**src/sv/mmfr_pkg.sv**
```systemverilog
// package for the minmod face reconstruction block
// widths, payload structs and the per-cell pipeline record; no dependencies
`default_nettype none
package mmfr_pkg;
  localparam int DataWidth = 32;
  localparam int WidthBits = 31;
  localparam int DiffBits  = 33;
  localparam int SumBits   = 32;
  localparam int MagBits   = 32;
  localparam int ProdBits  = 63;   // 31-bit width times 32-bit magnitude
  localparam int QuotBits  = 32;   // quotient never exceeds the chosen gradient magnitude

  typedef struct packed {
    logic signed [DataWidth-1:0] value_behind;
    logic signed [DataWidth-1:0] value_center;
    logic signed [DataWidth-1:0] value_ahead;
    logic [WidthBits-1:0]        width_behind;
    logic [WidthBits-1:0]        width_center;
    logic [WidthBits-1:0]        width_ahead;
    logic                        floor_at_zero;
  } mmfr_in_t;

  typedef struct packed {
    logic signed [DataWidth-1:0] face_plus;
    logic signed [DataWidth-1:0] face_minus;
  } mmfr_out_t;

  // record handed along the divider cell row
  typedef struct packed {
    logic                        valid;
    logic                        enable;
    logic                        floor_on;
    logic                        neg;
    logic signed [DataWidth-1:0] center;
    logic [ProdBits-1:0]         rem;
    logic [SumBits-1:0]          divisor;
    logic [QuotBits-1:0]         quot;
  } mmfr_cell_t;
endpackage
`default_nettype wire

```
**src/sv/mmfr_div_cell.sv**
```systemverilog
// one restoring division step of the row; holds a single record
// depends on mmfr_pkg
`default_nettype none
module mmfr_div_cell (
  input  wire logic            clk,
  input  wire logic            rst,
  input  wire logic            advance,
  input  wire logic [5:0]      bit_pos,
  input  wire mmfr_pkg::mmfr_cell_t cell_in,
  output mmfr_pkg::mmfr_cell_t cell_out
);
  import mmfr_pkg::*;
  mmfr_cell_t step;
  logic [ProdBits+SumBits-1:0] shifted;
  always_comb begin
    step = cell_in;
    shifted = {{SumBits{1'b0}}, cell_in.divisor} << bit_pos;
    if (cell_in.rem >= shifted[ProdBits-1:0] && shifted[ProdBits+SumBits-1:ProdBits] == '0) begin
      step.rem = cell_in.rem - shifted[ProdBits-1:0];
      step.quot[bit_pos[4:0]] = 1'b1;
    end
  end
  // register the step
  always_ff @(posedge clk) begin
    if (rst) begin
      cell_out.valid <= 1'b0;
    end else if (advance) begin
      cell_out.valid <= cell_in.valid;
    end
    if (advance) begin
      cell_out.enable   <= step.enable;
      cell_out.floor_on <= step.floor_on;
      cell_out.neg      <= step.neg;
      cell_out.center   <= step.center;
      cell_out.rem      <= step.rem;
      cell_out.divisor  <= step.divisor;
      cell_out.quot     <= step.quot;
    end
  end
endmodule
`default_nettype wire

```
**config.mk**
```make
export PLATFORM = sky130hd
export DESIGN_NAME = mmfr_div_cell
export DESIGN_NICKNAME = d
export VERILOG_FILES = /design/src/sv/mmfr_pkg.sv /design/src/sv/mmfr_div_cell.sv
export SDC_FILE = /design/constraint.sdc
export NUM_CORES = 1
export LEC_CHECK = 0
export BUFFER_PORTS_ARGS = -buffer_cell sky130_fd_sc_hd__buf_2
export CAP_MARGIN = 20
export CORE_ASPECT_RATIO = 0.5
export CORE_MARGIN = 2
export CORE_UTILIZATION = 30
export DETAILED_ROUTE_END_ITERATION = 6
export HOLD_SLACK_MARGIN = 0.12
export PLACE_DENSITY_LB_ADDON = 0.25
export SKIP_LAST_GASP = 1
export SYNTH_ARGS = -nofsm -noshare
export SYNTH_HDL_FRONTEND = slang
export SYNTH_SLANG_ARGS = --single-unit
```
**constraint.sdc**
```tcl
create_clock -name clk -period 7.1 [get_ports clk]
set_input_delay 0.71 -clock clk [delete_from_list [all_inputs] [get_ports clk]]
set_output_delay 0.71 -clock clk [all_outputs]
set_load 0.03 [all_outputs]
```
==> results.toml <==
[status]
status = "completed"

[finish]
fin_cells = 2160
design_area_um2 = 15300
drive_above_1_share_pct = 30.7
area_delta_synth_final_pct = 22.2
fillCellCount = 4263
top_regs = "cell_out: 163 flops"
largest_reg_flops = 163
largest-register = "cell_out"
layout.nets = 1841

[min_path]
min_path_type = "primary input to flop"
min_path_cells = 2

[routing]
drc = 0
wire_per_inst_um = 20.6
postRouteAntennaNets = 0
first_pass_iters = 6
dr_wl_met3_mm = 2.70
route.met2.wl_mm = 21.4
highest_layer = "met5"
drtIter0Drc = 1101
wl_met1_mm = 19.5
via_count = 11400
viasPerCell = 5.30
wl_mm = 44.4

[timing]
slew_violations = 0
whs_ns = 0.397
grt_setup_unrepaired = "false"
worst_slew_pin_slew_ns = 0.918
period_minus_slack_ns = 6.27
setup_tns_ns = 0
fmax_mhz = 160
slew_headroom_pct = 38.8
post-route-period-util_pct = 88.3
skew_ns = 0
hold_violations = 0
worst_slack_ns = 0.833
setup_viol = 0

[yosys]
netlist_area_um2 = 12500
synth.distinct_cells = 72
ys_seq_elements = 163
ys_warn_count = 0
syn_avg_cell_area_um2 = 9.59
synthTopCellsByArea = "edfxtp_1 (39%), ha_1 (6.3%), mux2_2 (5.6%), a21oi_1 (5.0%), nand2_1 (3.9%)"
synth.top_cell.area_share_pct = 38.9
synthArstFlopShare_pct = 0
syn-num-nets = 1539
yosysSeqAreaShare_pct = 39.1
synth_largest_area_cell = "edfxtp_1"
dominantRegCellSynth = "edfxtp_1"
synth-edff-count = 162
synth_cells = 1303

[clock_tree]
post-cts-setup-buffers = 0
path_clk_slew_ns = 0.07
cts_root_buf = "clkbuf_16"
holdBufCountCts = 0
cts_resized = 0
ctsHtreeMaxLevel = 4
clock_tree.buffer_depth = 2
cts_tree = "yes"
numCtsBuffers = 17
clk_latency_ns = 0.46
cts.sinks = 163

[pwr]
p_leak_uw = 0.00634
comb_power_share_pct = 37.6
p_seq_share_pct = 34.9
p_int_uw = 2160
max-vdd-ir-drop_uv = 160
sw_frac_of_total_pct = 37.5
powerDensity_nw_per_um2 = 226
clkPwrFrac_pct = 27.5
p_switching_uw = 1290

[floorplan]
start_util_pct = 30.7
die_w_um = 293
coreArea_um2 = 40700
dieArea_um2 = 43400
die_height_um = 148
num_rows = 52
io_pins = 335

[placement]
place.gp.congestion = 0.973
portBuffers = 334
dp_cells = 2126
dp_hpwl_mm = 35.6
place_ws_ns = 0.495
dpl_cell_area_um2 = 14700

[setup_path]
crit_required_ns = 7.30
start_kind = "primary input"
crit_type = "primary input to flop"
crit_arrival_ns = 6.47
worst_setup_path_end_kind = "flop"
cp_max_fo = 23
reg2reg_depth = 2

[grt]
antenna_found_initial = 3
grt_pass1_vias = 11100
grt_pass1_wl_mm = 65.9
grt_overflow = 0
gr-usage-all-layers_pct = 20.0
grt_max_degree = 70

[run]
cap_viol_max_count = 0
critical path, stage by stage:
cell and delay, ns:
buf_2 0.43, buf_4 0.28, mux4_2 0.55, mux2_2 0.36, mux2i_1 0.37, o22ai_1 0.17, nand2_1 0.12, ha_1 0.31
nand4_1 0.16, or3_1 0.39, o21bai_1 0.17, a31oi_1 0.33, o21ai_1 0.22, o221ai_2 0.32, a41o_1 0.38, a31oi_1 0.20
o21ai_0 0.42, a2111oi_0 0.23, mux2_1 0.33
area by class of cell:
cell class	instances	area [um^2]	share of cell area [%]
Sequential cell	163	4880	32.0
Multi-Input combinational cell	1023	7080	46.4
Clock buffer	19	433	2.84
Inverter	39	146	0.959
Antenna cell	2	5.00	0.0328
Tap cell	540	676	4.43
Clock inverter	13	150	0.984
Timing Repair Buffer	361	1890	12.4
cell usage after synthesis, types with 12 or more instances:
cell and count:
a31o_2 26, ha_1 63, a211oi_1 17, nor2b_1 14
a21o_1 29, nand4_1 16, o21ai_0 75, a22oi_1 18
mux2_1 16, buf_2 14, nor3_1 21, mux2i_1 40
clkbuf_1 38, edfxtp_1 162, xnor2_1 38, xor2_1 16
nand2_1 130, a31oi_1 14, buf_1 12, o21bai_1 13
mux2_2 62, nor2_1 110, inv_1 37, a21oi_1 125
nand3_1 23
per-layer routing:
layer | global-route usage (%) | vias up
met5 | 0 | -
met4 | 5.69 | 2
met3 | 4.92 | 49
met2 | 32.8 | 333
met1 | 26.3 | 5512
li1 | - | 5553
stage by stage:
| step | power (uW) | utilization [%] |
|---|---|---|
| floorplan | 2110 | - |
| global placement | 2510 | 36.0 |
| detailed placement | 2510 | 36.0 |
| CTS | 3470 | 37.5 |
| global route | 3620 | 37.5 |
| finish | 3450 | 37.5 |
kinds of logic after synthesis:
| kind of cell | after synthesis | synth area share (%) |
|---|---|---|
| AO/OA/AOI/OAI | 407 | 21.3 |
| XOR/XNOR | 54 | 3.79 |
| adder cells (fa/ha/maj) | 64 | 6.47 |
| buffers and inverters | 117 | 4.24 |
| flip-flops | 163 | 39.1 |
| multiplexers | 125 | 11.5 |
| AND/OR/NAND/NOR | 373 | 13.6 |
placed cells by master, fill, tap and decap left out, types with 17 or more instances in the layout:
| cell type | instances |
|---|---|
| a31o_2 | 26 |
| a21oi_1 | 125 |
| ha_1 | 63 |
| mux2i_1 | 40 |
| edfxtp_1 | 162 |
| buf_4 | 26 |
| xnor2_1 | 38 |
| a22oi_1 | 18 |
| clkbuf_16 | 17 |
| a211oi_1 | 17 |
| inv_1 | 37 |
| nand3_1 | 23 |
| buf_2 | 333 |
| nand2_1 | 130 |
| nor3_1 | 21 |
| a21o_1 | 29 |
| nor2_1 | 110 |
| o21ai_0 | 75 |
| mux2_2 | 62 |
power by group through the flow:
stage          sequential (uW)  clock [uW]  combinational [uW]
6_report                  1200         949                1300
5_1_grt                   1210        1010                1400
4_1_cts                   1210         974                1290
3_5_place_dp              1230           0                1280
3_3_place_gp              1230           0                1280
2_1_floorplan             1430           0                 676
worst paths after layout:
| check | from | endpoint | slack [ns] |
|---|---|---|---|
| worst min-delay path | rst | cell_out[162] | 0.40 |
| worst max register to register | cell_out[162] | cell_out[162] | 6.52 |
| worst max-delay path | bit_pos[1] | cell_out[120] | 0.83 |
| worst min register to register | cell_out[162] | cell_out[162] | 0.49 |
Note: power is estimated with default switching activity, not from simulation.
